==> src/rtl/trilinear_interpolator_top_assert.svh <==
// Assertion macros shared by the RTL.
// TLI_ASSERT_IMPL: when ante holds at a clock edge, cons holds at the same edge.
// TLI_ASSERT_NEXT: when ante holds at a clock edge, cons holds at the next edge.
`ifndef TRILINEAR_INTERPOLATOR_TOP_ASSERT_SVH
`define TRILINEAR_INTERPOLATOR_TOP_ASSERT_SVH

`define TLI_ASSERT_IMPL(label, clk, rst_n, ante, cons) \
  label: assert property (@(posedge clk) disable iff (!rst_n) (ante) |-> (cons)) \
    else $error("tli assertion failed (same cycle)");

`define TLI_ASSERT_NEXT(label, clk, rst_n, ante, cons) \
  label: assert property (@(posedge clk) disable iff (!rst_n) (ante) |=> (cons)) \
    else $error("tli assertion failed (next cycle)");

`endif

==> src/rtl/tli_pkg.sv <==
package tli_pkg;

  localparam int VALUE_WIDTH = 32;
  localparam int FRAC_BITS   = 16;

  // stream packing
  localparam int IN_DATA_W  = ((4 * VALUE_WIDTH + 7) / 8) * 8;
  localparam int IN_USER_W  = 4;
  localparam int OUT_DATA_W = ((VALUE_WIDTH + 7) / 8) * 8;

  // internal widths
  localparam int FRAC_W   = FRAC_BITS + 1;
  localparam int DIFF_W   = VALUE_WIDTH + 1;
  localparam int NUM_W    = VALUE_WIDTH + 2;
  localparam int PROD_W   = DIFF_W + FRAC_W + 1;
  localparam int SUM_W    = PROD_W + 1;
  localparam int CNT_W    = $clog2(FRAC_BITS);
  localparam int AXIS_CNT = 3;
  localparam int AXIS_W   = 2;
  localparam int SLOT_W   = 3;
  localparam int LVL_W    = 2;
  localparam int PAIR_W   = 2;

  // item kinds and special slots
  localparam logic                OP_AXIS     = 1'b0;
  localparam logic                OP_CORNER   = 1'b1;
  localparam logic [SLOT_W-1:0]   LAST_CORNER = 3'd7;
  localparam logic [SLOT_W-1:0]   MAX_AXIS    = 3'd2;
  localparam logic [LVL_W-1:0]    LVL_Z       = 2'd0;
  localparam logic [LVL_W-1:0]    LVL_X       = 2'd2;
  localparam logic [PAIR_W-1:0]   PAIRS_Z_END = 2'd3;
  localparam logic [PAIR_W-1:0]   PAIRS_Y_END = 2'd1;
  localparam logic [FRAC_W-1:0]   FRAC_ONE    = FRAC_W'(1) << FRAC_BITS;

  typedef struct packed {
    logic              capture;   // input transfer this cycle
    logic              div_sub;   // form numerator and denominator
    logic              div_set;   // fold signs
    logic              div_chk;   // trivial cases, divider init
    logic              div_step;  // one quotient bit
    logic              div_last;  // final quotient bit, store fraction
    logic              rd_a;      // fetch lerp operand a
    logic              rd_b;      // fetch operand b, form difference
    logic              mul;       // difference times fraction
    logic              acc;       // round, add, store partial
    logic              out_load;  // load result register
    logic [LVL_W-1:0]  level;     // 0: z, 1: y, 2: x
    logic [PAIR_W-1:0] pair;
  } tli_cmd_t;

  typedef struct packed {
    logic              op;
    logic [SLOT_W-1:0] slot;
    logic              div_trivial;
  } tli_sts_t;

endpackage

==> src/rtl/tli_dp.sv <==
module tli_dp (
  input  logic                             clk,
  input  logic                             rst_n,
  input  tli_pkg::tli_cmd_t                cmd,
  output tli_pkg::tli_sts_t                sts,
  input  logic [tli_pkg::IN_DATA_W-1:0]    in_tdata,
  input  logic [tli_pkg::IN_USER_W-1:0]    in_tuser,
  input  logic                             in_tlast,
  output logic [tli_pkg::OUT_DATA_W-1:0]   out_tdata,
  output logic                             out_tuser,
  output logic                             out_tlast
);

  localparam int VW = tli_pkg::VALUE_WIDTH;
  localparam int FB = tli_pkg::FRAC_BITS;
  localparam int HI_W = tli_pkg::SUM_W - FB;

  logic signed [VW-1:0] fld_q, fld_lo, fld_hi, fld_cv;

  logic signed [VW-1:0]                 q_r, lo_r, hi_r;
  logic [tli_pkg::AXIS_W-1:0]           slot_r;
  logic                                 last_r;
  logic signed [VW-1:0]                 corner_r [8];
  logic [tli_pkg::FRAC_W-1:0]           frac_r [tli_pkg::AXIS_CNT];
  logic                                 degen_r [tli_pkg::AXIS_CNT];
  logic signed [tli_pkg::DIFF_W-1:0]    num_r, den_r;
  logic signed [tli_pkg::NUM_W-1:0]     n_r;
  logic [tli_pkg::DIFF_W-1:0]           dv_r;
  logic [tli_pkg::NUM_W-1:0]            rem_r;
  logic [FB-1:0]                        quo_r;
  logic signed [VW-1:0]                 a_r;
  logic signed [tli_pkg::DIFF_W-1:0]    dd_r;
  logic signed [tli_pkg::PROD_W-1:0]    prod_r;
  logic signed [VW-1:0]                 scr_r [4];
  logic signed [VW-1:0]                 out_val_r;
  logic                                 out_degen_r;
  logic                                 out_last_r;

  logic                                 dv_zero, n_pos, n_ge;
  logic                                 div_trivial;
  logic [tli_pkg::FRAC_W-1:0]           triv_frac;
  logic [tli_pkg::NUM_W-1:0]            rem_sh, rem_nxt;
  logic                                 q_bit;
  logic [FB-1:0]                        quo_nxt;
  logic signed [VW-1:0]                 rd_val;
  logic [tli_pkg::FRAC_W-1:0]           f_sel;
  logic signed [tli_pkg::SUM_W-1:0]     sum;
  logic signed [HI_W-1:0]               hi_part;
  logic [HI_W-VW:0]                     hi_top;
  logic signed [VW-1:0]                 lerp_val;

  assign fld_q  = in_tdata[VW-1:0];
  assign fld_lo = in_tdata[2*VW-1:VW];
  assign fld_hi = in_tdata[3*VW-1:2*VW];
  assign fld_cv = in_tdata[4*VW-1:3*VW];

  assign sts.op          = in_tuser[0];
  assign sts.slot        = in_tuser[tli_pkg::SLOT_W:1];
  assign sts.div_trivial = div_trivial;

  // divider checks on the sign-folded operands
  always_comb begin
    dv_zero   = (dv_r == '0);
    n_pos     = !n_r[tli_pkg::NUM_W-1] && (n_r != '0);
    n_ge      = $unsigned(n_r) >= tli_pkg::NUM_W'(dv_r);
    div_trivial = dv_zero || !n_pos || n_ge;
    triv_frac = (!dv_zero && n_pos && n_ge) ? tli_pkg::FRAC_ONE : '0;
    rem_sh    = {rem_r[tli_pkg::NUM_W-2:0], 1'b0};
    q_bit     = rem_sh >= tli_pkg::NUM_W'(dv_r);
    rem_nxt   = q_bit ? rem_sh - tli_pkg::NUM_W'(dv_r) : rem_sh;
    quo_nxt   = {quo_r[FB-2:0], q_bit};
  end

  // lerp operand fetch and rounding add
  always_comb begin
    if (cmd.level == tli_pkg::LVL_Z) begin
      rd_val = corner_r[{cmd.pair, cmd.rd_b}];
    end else begin
      rd_val = scr_r[{cmd.pair[0], cmd.rd_b}];
    end
    f_sel   = frac_r[tli_pkg::AXIS_W'(tli_pkg::AXIS_CNT - 1) - cmd.level];
    // a * 2^FB plus the rounding half, then the product, in one add
    sum     = tli_pkg::SUM_W'($signed({a_r, 1'b1, {(FB-1){1'b0}}}))
            + tli_pkg::SUM_W'(prod_r);
    hi_part = sum[tli_pkg::SUM_W-1:FB];
    hi_top  = hi_part[HI_W-1:VW-1];
    if ((&hi_top) || !(|hi_top)) begin
      lerp_val = hi_part[VW-1:0];
    end else if (hi_part[HI_W-1]) begin
      lerp_val = {1'b1, {(VW-1){1'b0}}};
    end else begin
      lerp_val = {1'b0, {(VW-1){1'b1}}};
    end
  end

  // stored fractions and flags, cleared by reset
  always_ff @(posedge clk) begin
    if (!rst_n) begin
      for (int i = 0; i < tli_pkg::AXIS_CNT; i++) begin
        frac_r[i]  <= '0;
        degen_r[i] <= 1'b0;
      end
    end else if (cmd.div_chk && div_trivial) begin
      frac_r[slot_r]  <= triv_frac;
      degen_r[slot_r] <= dv_zero;
    end else if (cmd.div_step && cmd.div_last) begin
      frac_r[slot_r]  <= {1'b0, quo_nxt};
      degen_r[slot_r] <= 1'b0;
    end
  end

  // payload
  always_ff @(posedge clk) begin
    if (cmd.capture) begin
      q_r    <= fld_q;
      lo_r   <= fld_lo;
      hi_r   <= fld_hi;
      slot_r <= sts.slot[tli_pkg::AXIS_W-1:0];
      last_r <= in_tlast;
      if (sts.op == tli_pkg::OP_CORNER) begin
        corner_r[sts.slot] <= fld_cv;
      end
    end
    if (cmd.div_sub) begin
      num_r <= tli_pkg::DIFF_W'(q_r) - tli_pkg::DIFF_W'(lo_r);
      den_r <= tli_pkg::DIFF_W'(hi_r) - tli_pkg::DIFF_W'(lo_r);
    end
    if (cmd.div_set) begin
      if (den_r[tli_pkg::DIFF_W-1]) begin
        n_r  <= -tli_pkg::NUM_W'(num_r);
        dv_r <= $unsigned(-den_r);
      end else begin
        n_r  <= tli_pkg::NUM_W'(num_r);
        dv_r <= $unsigned(den_r);
      end
    end
    if (cmd.div_chk) begin
      rem_r <= $unsigned(n_r);
      quo_r <= '0;
    end
    if (cmd.div_step) begin
      rem_r <= rem_nxt;
      quo_r <= quo_nxt;
    end
    if (cmd.rd_a) begin
      a_r <= rd_val;
    end
    if (cmd.rd_b) begin
      dd_r <= tli_pkg::DIFF_W'(rd_val) - tli_pkg::DIFF_W'(a_r);
    end
    if (cmd.mul) begin
      prod_r <= tli_pkg::PROD_W'(dd_r) * tli_pkg::PROD_W'($signed({1'b0, f_sel}));
    end
    if (cmd.acc) begin
      scr_r[cmd.pair] <= lerp_val;
    end
    if (cmd.out_load) begin
      out_val_r   <= scr_r[0];
      out_degen_r <= degen_r[0] | degen_r[1] | degen_r[2];
      out_last_r  <= last_r;
    end
  end

  assign out_tdata = tli_pkg::OUT_DATA_W'($unsigned(out_val_r));
  assign out_tuser = out_degen_r;
  assign out_tlast = out_last_r;

endmodule

==> src/rtl/tli_ctrl.sv <==
`include "trilinear_interpolator_top_assert.svh"

module tli_ctrl (
  input  logic              clk,
  input  logic              rst_n,
  input  logic              in_tvalid,
  output logic              in_tready,
  output logic              out_tvalid,
  input  logic              out_tready,
  input  tli_pkg::tli_sts_t sts,
  output tli_pkg::tli_cmd_t cmd
);

  typedef enum logic [9:0] {
    S_IDLE = 10'b0000000001,
    S_DSUB = 10'b0000000010,
    S_DSET = 10'b0000000100,
    S_DCHK = 10'b0000001000,
    S_DIV  = 10'b0000010000,
    S_RDA  = 10'b0000100000,
    S_RDB  = 10'b0001000000,
    S_MUL  = 10'b0010000000,
    S_ACC  = 10'b0100000000,
    S_OUT  = 10'b1000000000
  } state_t;

  state_t                         state_r, state_nxt;
  logic [tli_pkg::CNT_W-1:0]      cnt_r, cnt_nxt;
  logic [tli_pkg::LVL_W-1:0]      level_r, level_nxt;
  logic [tli_pkg::PAIR_W-1:0]     pair_r, pair_nxt;
  logic                           out_valid_r, out_valid_nxt;
  logic                           accept;
  logic                           out_free;
  logic [tli_pkg::PAIR_W-1:0]     pair_end;

  assign in_tready  = (state_r == S_IDLE);
  assign accept     = in_tvalid && in_tready;
  assign out_free   = !out_valid_r || out_tready;
  assign out_tvalid = out_valid_r;
  assign pair_end   = (level_r == tli_pkg::LVL_Z) ? tli_pkg::PAIRS_Z_END : tli_pkg::PAIRS_Y_END;

  always_comb begin
    state_nxt = state_r;
    cnt_nxt   = cnt_r;
    level_nxt = level_r;
    pair_nxt  = pair_r;
    cmd          = '0;
    cmd.level    = level_r;
    cmd.pair     = pair_r;
    cmd.capture  = accept;
    case (state_r)
      S_IDLE: begin
        if (accept) begin
          if (sts.op == tli_pkg::OP_AXIS && sts.slot <= tli_pkg::MAX_AXIS) begin
            state_nxt = S_DSUB;
          end else if (sts.op == tli_pkg::OP_CORNER && sts.slot == tli_pkg::LAST_CORNER) begin
            state_nxt = S_RDA;
            level_nxt = tli_pkg::LVL_Z;
            pair_nxt  = '0;
          end
        end
      end
      S_DSUB: begin
        cmd.div_sub = 1'b1;
        state_nxt   = S_DSET;
      end
      S_DSET: begin
        cmd.div_set = 1'b1;
        state_nxt   = S_DCHK;
      end
      S_DCHK: begin
        cmd.div_chk = 1'b1;
        cnt_nxt     = tli_pkg::CNT_W'(tli_pkg::FRAC_BITS - 1);
        state_nxt   = sts.div_trivial ? S_IDLE : S_DIV;
      end
      S_DIV: begin
        cmd.div_step = 1'b1;
        if (cnt_r == '0) begin
          cmd.div_last = 1'b1;
          state_nxt    = S_IDLE;
        end else begin
          cnt_nxt = cnt_r - 1'b1;
        end
      end
      S_RDA: begin
        cmd.rd_a  = 1'b1;
        state_nxt = S_RDB;
      end
      S_RDB: begin
        cmd.rd_b  = 1'b1;
        state_nxt = S_MUL;
      end
      S_MUL: begin
        cmd.mul   = 1'b1;
        state_nxt = S_ACC;
      end
      S_ACC: begin
        cmd.acc = 1'b1;
        if (level_r == tli_pkg::LVL_X) begin
          state_nxt = S_OUT;
        end else if (pair_r == pair_end) begin
          level_nxt = level_r + 1'b1;
          pair_nxt  = '0;
          state_nxt = S_RDA;
        end else begin
          pair_nxt  = pair_r + 1'b1;
          state_nxt = S_RDA;
        end
      end
      S_OUT: begin
        if (out_free) begin
          cmd.out_load = 1'b1;
          state_nxt    = S_IDLE;
        end
      end
      default: begin
        state_nxt = S_IDLE;
      end
    endcase
    out_valid_nxt = cmd.out_load || (out_valid_r && !out_tready);
  end

  always_ff @(posedge clk) begin
    if (!rst_n) begin
      state_r     <= S_IDLE;
      cnt_r       <= '0;
      level_r     <= '0;
      pair_r      <= '0;
      out_valid_r <= 1'b0;
    end else begin
      state_r     <= state_nxt;
      cnt_r       <= cnt_nxt;
      level_r     <= level_nxt;
      pair_r      <= pair_nxt;
      out_valid_r <= out_valid_nxt;
    end
  end

  `TLI_ASSERT_IMPL(a_no_overwrite, clk, rst_n, cmd.out_load, !out_valid_r || out_tready)
  `TLI_ASSERT_NEXT(a_div_end, clk, rst_n, state_r == S_DIV && cnt_r == '0, state_r == S_IDLE)
  `TLI_ASSERT_NEXT(a_blend_end, clk, rst_n, state_r == S_ACC && level_r == tli_pkg::LVL_X, state_r == S_OUT)

endmodule

==> src/rtl/trilinear_interpolator_top.sv <==
// Channel   Dir  tdata                               tuser                   tlast
// in_       in   query_coord, edge_low, edge_high,   opcode, slot_index      last_channel
//                corner_value
// out_      out  interp_value                        degenerate_box          last_of_point
//
// Axis item: subtract, sign-fold, check, then one quotient bit per cycle for
// FRAC_BITS bits; the check settles equal edges or a clamp; slot 3..7 starts nothing.
// Corner 0..6 item: stored. Corner 7 item: seven lerps on the one multiplier,
// then the output load; it waits while a result is held.
// Synchronous active-low reset clears control, the stored fractions and the
// degenerate flags; corners stay unknown until written.
module trilinear_interpolator_top (
  input  logic                           clk,
  input  logic                           rst_n,
  input  logic                           in_tvalid,
  output logic                           in_tready,
  // [31:0] query_coord, [63:32] edge_low, [95:64] edge_high, [127:96] corner_value
  input  logic [tli_pkg::IN_DATA_W-1:0]  in_tdata,
  // [0] opcode, [3:1] slot_index
  input  logic [tli_pkg::IN_USER_W-1:0]  in_tuser,
  input  logic                           in_tlast,
  output logic                           out_tvalid,
  input  logic                           out_tready,
  // [31:0] interp_value
  output logic [tli_pkg::OUT_DATA_W-1:0] out_tdata,
  // [0] degenerate_box
  output logic                           out_tuser,
  output logic                           out_tlast
);

  tli_pkg::tli_cmd_t cmd;   // controller to datapath
  tli_pkg::tli_sts_t sts;   // datapath to controller

  // sequencer: accepts a transfer only in idle, walks the divider and lerp steps
  tli_ctrl u_ctrl (
    .clk        (clk),
    .rst_n      (rst_n),
    .in_tvalid  (in_tvalid),
    .in_tready  (in_tready),
    .out_tvalid (out_tvalid),
    .out_tready (out_tready),
    .sts        (sts),
    .cmd        (cmd)
  );

  // datapath: corner and fraction storage, divider, lerp unit, result register
  tli_dp u_dp (
    .clk       (clk),
    .rst_n     (rst_n),
    .cmd       (cmd),
    .sts       (sts),
    .in_tdata  (in_tdata),
    .in_tuser  (in_tuser),
    .in_tlast  (in_tlast),
    .out_tdata (out_tdata),
    .out_tuser (out_tuser),
    .out_tlast (out_tlast)
  );

endmodule

==> config.mk <==
export PLATFORM = sky130hd
export DESIGN_NAME = trilinear_interpolator_top
export DESIGN_NICKNAME = d
export VERILOG_FILES = /design/src/rtl/tli_pkg.sv /design/src/rtl/tli_dp.sv /design/src/rtl/tli_ctrl.sv /design/src/rtl/trilinear_interpolator_top.sv
export VERILOG_INCLUDE_DIRS = /design/src /design/src/rtl
export SDC_FILE = /design/constraint.sdc
export NUM_CORES = 2
export LEC_CHECK = 0
export BUFFER_PORTS_ARGS = -buffer_cell sky130_fd_sc_hd__buf_2
export CAP_MARGIN = 20
export CORE_ASPECT_RATIO = 1.1
export CORE_MARGIN = 2
export CORE_UTILIZATION = 45
export DETAILED_ROUTE_END_ITERATION = 10
export PLACE_DENSITY = 0.72
export SYNTH_ARGS = -nofsm -noshare
export SYNTH_HDL_FRONTEND = slang
export SYNTH_SLANG_ARGS = --single-unit
==> constraint.sdc <==
create_clock -name clk -period 10.5 [get_ports clk]
set_input_delay 2.625 -clock clk [delete_from_list [all_inputs] [get_ports clk]]
set_output_delay 2.625 -clock clk [all_outputs]
set_load 0.005 [all_outputs]
# Word-level counts from Yosys, hierarchy flattened
# Memory sizes are Yosys's and may differ from the RTL's. A register that Yosys moved wholly into a read port is not among the register bits.
# Cells that the tools add are included.
# totals
regBits	417
mem_bits_rw	438
in_bits	137
out_inout_bits	36
word_cells	166
n_memories	4
# op_classes
n_addsub	11
multipliers	1
n_lt_le_gt_ge	3
eq_ne	22
n_mux	63
n_bitwise	5
reduce_logical	35
# mem_list
memory	depth	width	rd	rd_clocked_by_memory_dff	write_ports	line_no	rtl
u_dp.corner_r	8	32	1	0	1	tli_dp.sv:23	logic signed [VW-1:0] corner_r [8];
u_dp.scr_r	4	32	2	1	1	tli_dp.sv:34	logic signed [VW-1:0] scr_r [4];
u_dp.frac_r	3	17	1	0	3	tli_dp.sv:24	logic [tli_pkg::FRAC_W-1:0] frac_r [tli_pkg::AXIS_CNT];
u_dp.degen_r	3	1	3	0	3	tli_dp.sv:25	logic degen_r [tli_pkg::AXIS_CNT];
# op_table
cell	count
32-bit two-way mux	4
10-bit case mux with 10 select lines	1
33-bit two-way mux	3
32-bit by 32-bit subtractor with 33-bit output	3
34-bit by 33-bit >= comparator with 1-bit output	2
10-bit two-way mux	6
48-bit by 51-bit adder with 52-bit output	1
33-bit by 18-bit multiplier with 51-bit output	1
17-bit two-way mux	3
34-bit two-way mux	1
33-bit negator with 34-bit output	1
34-bit nonzero test	1
33-bit zero test	1
33-bit negator	1
33-bit subtractor	1
15-bit two-way mux	2
1-bit two-way mux	27
2-bit two-way mux	11
17-bit OR reduction	1
10-bit by 1-bit equality test with 1-bit output, second input constant	1
10-bit equality test, second input constant	1
10-bit by 2-bit equality test with 1-bit output, second input constant	1
10-bit by 3-bit equality test with 1-bit output, second input constant	1
10-bit by 4-bit equality test with 1-bit output, second input constant	1
other kinds (33)	64

# Longest topological paths before layout
# depth
word_depth	12
ltp_mapped	30
depth_no_buf	27

# Cells and area by module
# Synthesis repeated with hierarchy kept, for this count alone.
# hier_totals
hier_cells	5170
area_unflattened_um2	61584.1
# by_module_without_submodules
mod	n_inst	cells_per_inst	area_each_um2	seq_area_each_um2
tli_dp	1	5032	60396.7	26095.0
tli_ctrl	1	138	1187.4	380.4

# Least setup slack after synthesis
# Ideal clock, no wire load.
# synth_path
path_kind	register to register
from	register u_ctrl.level_r[0] (netlist bit)
to	register u_dp.prod_r[49] (netlist bit), data pin
setup_ns	0.258
arrival_time_ns	8.017
required_ns	10.242
path_slack_ns	2.225
stages_incl_launch_ff	31
path_buffers	4
synth_period_minus_slack_ns	8.275
cell_sequence	dfxtp_1 -> clkbuf_1 -> inv_1 -> ha_1 -> buf_1 -> clkbuf_1 -> mux4_2 -> clkbuf_1 -> nand2_1 -> fa_1 -> inv_1 -> fa_1 -> inv_1 -> fa_1 -> inv_1 -> fa_1 -> fa_1 -> inv_1 -> fa_1 -> inv_1 -> ha_1 -> a21oi_1 -> nand2_1 -> o21ai_0 -> a21oi_1 -> a2111oi_0 -> a211oi_1 -> o2111ai_1 -> a311oi_2 -> a21oi_1 -> xnor2_1
# synth_between
elab_chain_cells	3
# synth_lines
item	line_no	rtl
start, declared	tli_ctrl.sv:29	logic [tli_pkg::LVL_W-1:0] level_r, level_nxt;
start signal, assigned	tli_ctrl.sv:133	level_r <= level_nxt;
2-bit subtractor	tli_dp.sv:81	f_sel = frac_r[tli_pkg::AXIS_W'(tli_pkg::AXIS_CNT - 1) - cmd.level];
memory 3 x 17 bit	-	
33-bit by 18-bit multiplier with 51-bit output	tli_dp.sv:152	prod_r <= tli_pkg::PROD_W'(dd_r) * tli_pkg::PROD_W'($signed({1'b0, f_sel}));
end signal, assigned	tli_dp.sv:152	
end, declared	tli_dp.sv:33	logic signed [tli_pkg::PROD_W-1:0] prod_r;
# Every way passes these cells.
# A chain may end at the register's enable or synchronous reset.

# Worst setup path in the final report
# layout_path
from	register u_ctrl.level_r[1] (netlist bit)
to	register u_dp.prod_r[50] (netlist bit), data pin
# Same word-level chain as after synthesis.

==> impl_metrics.json <==
{
  "status": "finished, final reports clean",
  "clkSinkCount": 889,
  "core-area_mm2": 0.1359,
  "rr_endpoint": "u_dp.prod_r[50]",
  "grt_pass1_vias": 41580,
  "postRouteAntennaNets": 0,
  "antenna_found_initial": 11,
  "busiest_layer": "met2",
  "cp.arrival_ps": 9120,
  "fin_skew_ps": 61.05,
  "synth_area_per_cell_um2": 11.64,
  "synth_edf_count": 867,
  "clk_latency_ps": 690,
  "overflow": 0,
  "h-tree-depth": 3,
  "async_reset_ff_share_pct": 0,
  "critPathKind": "register to register",
  "worst_pin_slew_ps": 1016,
  "p_leak_nw": 27.76,
  "dr.pass1.iters": 6,
  "cts_hold_buf": 0,
  "synth_ff_type": "edfxtp_1",
  "fp-row-count": 142,
  "wl_um": 144700,
  "register_area_mm2": 0.02648,
  "globalRouteMet3Util_pct": 3.051,
  "fin_crit_sh_pct": 82.91,
  "fp.dieH_um": 391.5,
  "grt_max_degree": 78,
  "synth_fp_nets": 6277,
  "use_met2_pct": 36.19,
  "endpoint": "u_dp.prod_r[50]",
  "fmax_mhz": 114.9,
  "ir_drop_uv": 366.4,
  "start_kind": "register",
  "end_kind": "register",
  "layout-drive-gt1-share_pct": 9.776,
  "dieArea_mm2": 0.1395,
  "dpl.hpwl_um": 106100,
  "ys_seq_elements": 889,
  "hold_viol": 0,
  "globalplace.congestion": 0.9277,
  "netlist_instances": 5277,
  "r2r_slack_ps": 1790,
  "power.density_mw_per_mm2": 232.0,
  "crit_fanout": 33,
  "critPathLaunch": "u_ctrl.level_r[1]",
  "grt_pass1_wl_um": 229500,
  "clockBufferDepth": 3,
  "multi_input_area_mm2": 0.03136,
  "rsz0062_at_grt": "no",
  "drcViolationCount": 0,
  "cap_violations": 0,
  "synth_top_area_share_pct": 42.38,
  "min_period_ps": 8706,
  "cts_tree": "yes",
  "vias": 40090,
  "cts_setup_buffers": 0,
  "fin_total_pwr_mw": 15.63,
  "final_common_cell": "edfxtp_1",
  "clkTransAtPathRegs_ps": 60,
  "drtIter0Drc": 3258,
  "reg2reg_depth": 24,
  "fin_nets": 6412,
  "layout_common_cells": "edfxtp_1, inv_1, nand2_1",
  "num-fill-cells": 11710,
  "die_w_um": 356.3,
  "root_buffer": "clkbuf_16",
  "hp-class": "register to register",
  "viasPerCell": 5.500,
  "crit_required_ps": 10910,
  "area_growth_pct": 9.696,
  "yosysSeqAreaShare_pct": 43.10,
  "synth.distinct_cells": 82,
  "initial_utilization_pct": 45.19,
  "grt_util_all_layers_pct": 21.04,
  "ys_warn_count": 0,
  "finalSetupViolations": 0,
  "syn-cell-area_mm2": 0.06143,
  "slew_headroom_pct": 32.29,
  "wire_per_inst_um": 19.85,
  "yosys.area.top_type": "edfxtp_1",
  "num_io_pins": 173,
  "cts_resized": 0,
  "use_met1_pct": 26.61,
  "r2r-start": "u_ctrl.level_r[1]",
  "slew_viol_final": 0,
  "synthTopCellsByArea": "edfxtp_1, fa_1, ha_1",
  "fin_setup_tns_ps": 0,
  "cts_buffers": 85,
  "port-buffer-count": 172
}
-- Yosys cell counts, types with 15 or more instances --
library cell,number
nand3_1,63
ha_1,324
or3_1,17
edfxtp_1,867
inv_1,801
mux4_2,113
a211oi_1,24
nor4_1,28
clkbuf_1,162
a21oi_1,175
xor2_1,55
nor2_1,254
nand2b_1,38
nor3_1,46
fa_1,539
o21a_1,38
and2_1,256
a21o_1,109
nand4_1,35
dfxtp_1,22
and3_1,41
o21ai_0,134
a31oi_1,70
nor2b_1,36
nand2_1,604
xnor2_1,185
o211ai_1,15
o31ai_1,31
-- kinds of logic after synthesis --
kind of cell,Yosys count,share of synthesized area [%]
muxes,125,4.343
DFF,889,43.10
buffers and inverters,979,6.005
and+or+nand+nor,1478,11.56
AOI/OAI and AO/OA,703,7.406
xor gates and xnor gates,240,3.422
adders and majority gates,863,24.17
-- routing by layer --
metal	wire (um)	up-vias
met2	71190	1560
met1	57290	19990
met5	74	-
li1	-	18200
met4	5991	12
met3	10140	329
-- sequential cells by signal, summed over array words and instances, names as in the netlist, 3 cells and up --
| name | flops |
|---|---|
| u_dp.corner_r | 256 |
| u_dp.scr_r | 128 |
| u_dp.frac_r | 68 |
| u_dp.prod_r | 36 |
| u_dp.n_r | 34 |
| u_dp.dd_r | 33 |
| u_dp.den_r | 33 |
| u_dp.dv_r | 33 |
| u_dp.num_r | 33 |
| u_dp.rem_r | 33 |
| u_dp.a_r | 32 |
| u_dp.hi_r | 32 |
| u_dp.lo_r | 32 |
| u_dp.out_tdata | 32 |
| u_dp.q_r | 32 |
| u_dp.quo_r | 15 |
| u_ctrl.state_r | 10 |
| u_ctrl.cnt_r | 4 |
| u_dp.degen_r | 3 |
-- worst max-delay path, cell delays in order, from the launching register on --
cell       delay (ps)
dfxtp_1           350
inv_1              50
ha_2              640
mux4_2            790
and2_1            350
fa_1              540
inv_1              50
fa_1              520
inv_1              40
ha_1              180
fa_1              460
fa_1              540
inv_1              50
fa_1              470
inv_1              40
ha_1              270
a2111oi_0          90
a32o_1            310
o31ai_1           650
nand3b_1          350
a211oi_1          730
o2111ai_1         240
a311oi_2          400
mux2i_1           240
nand4_1           100
-- worst min path at each step --
stage | end | slack, ps | cells past startpoint | start
after floorplan | u_dp.out_tlast | 400 | 0 | u_dp.last_r
after global placement | u_dp.out_tlast | 400 | 0 | u_dp.last_r
after detailed placement | u_dp.out_tlast | 410 | 0 | u_dp.last_r
after CTS | u_dp.out_tlast | 430 | 0 | u_dp.last_r
after global routing | u_dp.out_tlast | 450 | 0 | u_dp.last_r
final | u_dp.out_tlast | 420 | 0 | u_dp.last_r
-- layout make-up --
class,count,area share (%)
clock buffer,90,3.216
tap,1800,3.342
multi-input combinational,3409,46.54
timing repair buffer,223,1.846
sequential,889,39.29
inverter,804,4.490
antenna,7,0.02600
clock inverter,68,1.252
-- through the flow --
step | setup slack, ps | area, um2 | utilization (%) | instances | hold WS (ps)
floorplan | 2225 | 61430 | - | 5277 | 400.3
global placement | 1943 | 64360 | 47.35 | 7125 | 402.0
detailed placement | 1842 | 64360 | 47.35 | 7125 | 411.5
CTS | 1864 | 67370 | 49.56 | 7283 | 428.1
global route | 1511 | 67380 | 49.57 | 7288 | 445.6
finish | 1794 | 67380 | 49.58 | 7290 | 422.4
-- where the power goes --
part	switching (mW)	internal, mW
Sequential	0.0639	4.56
Clock	1.41	1.88
Combinational	4.63	3.10
Total	6.10	9.53
Note: power is estimated with default switching activity, not from simulation.
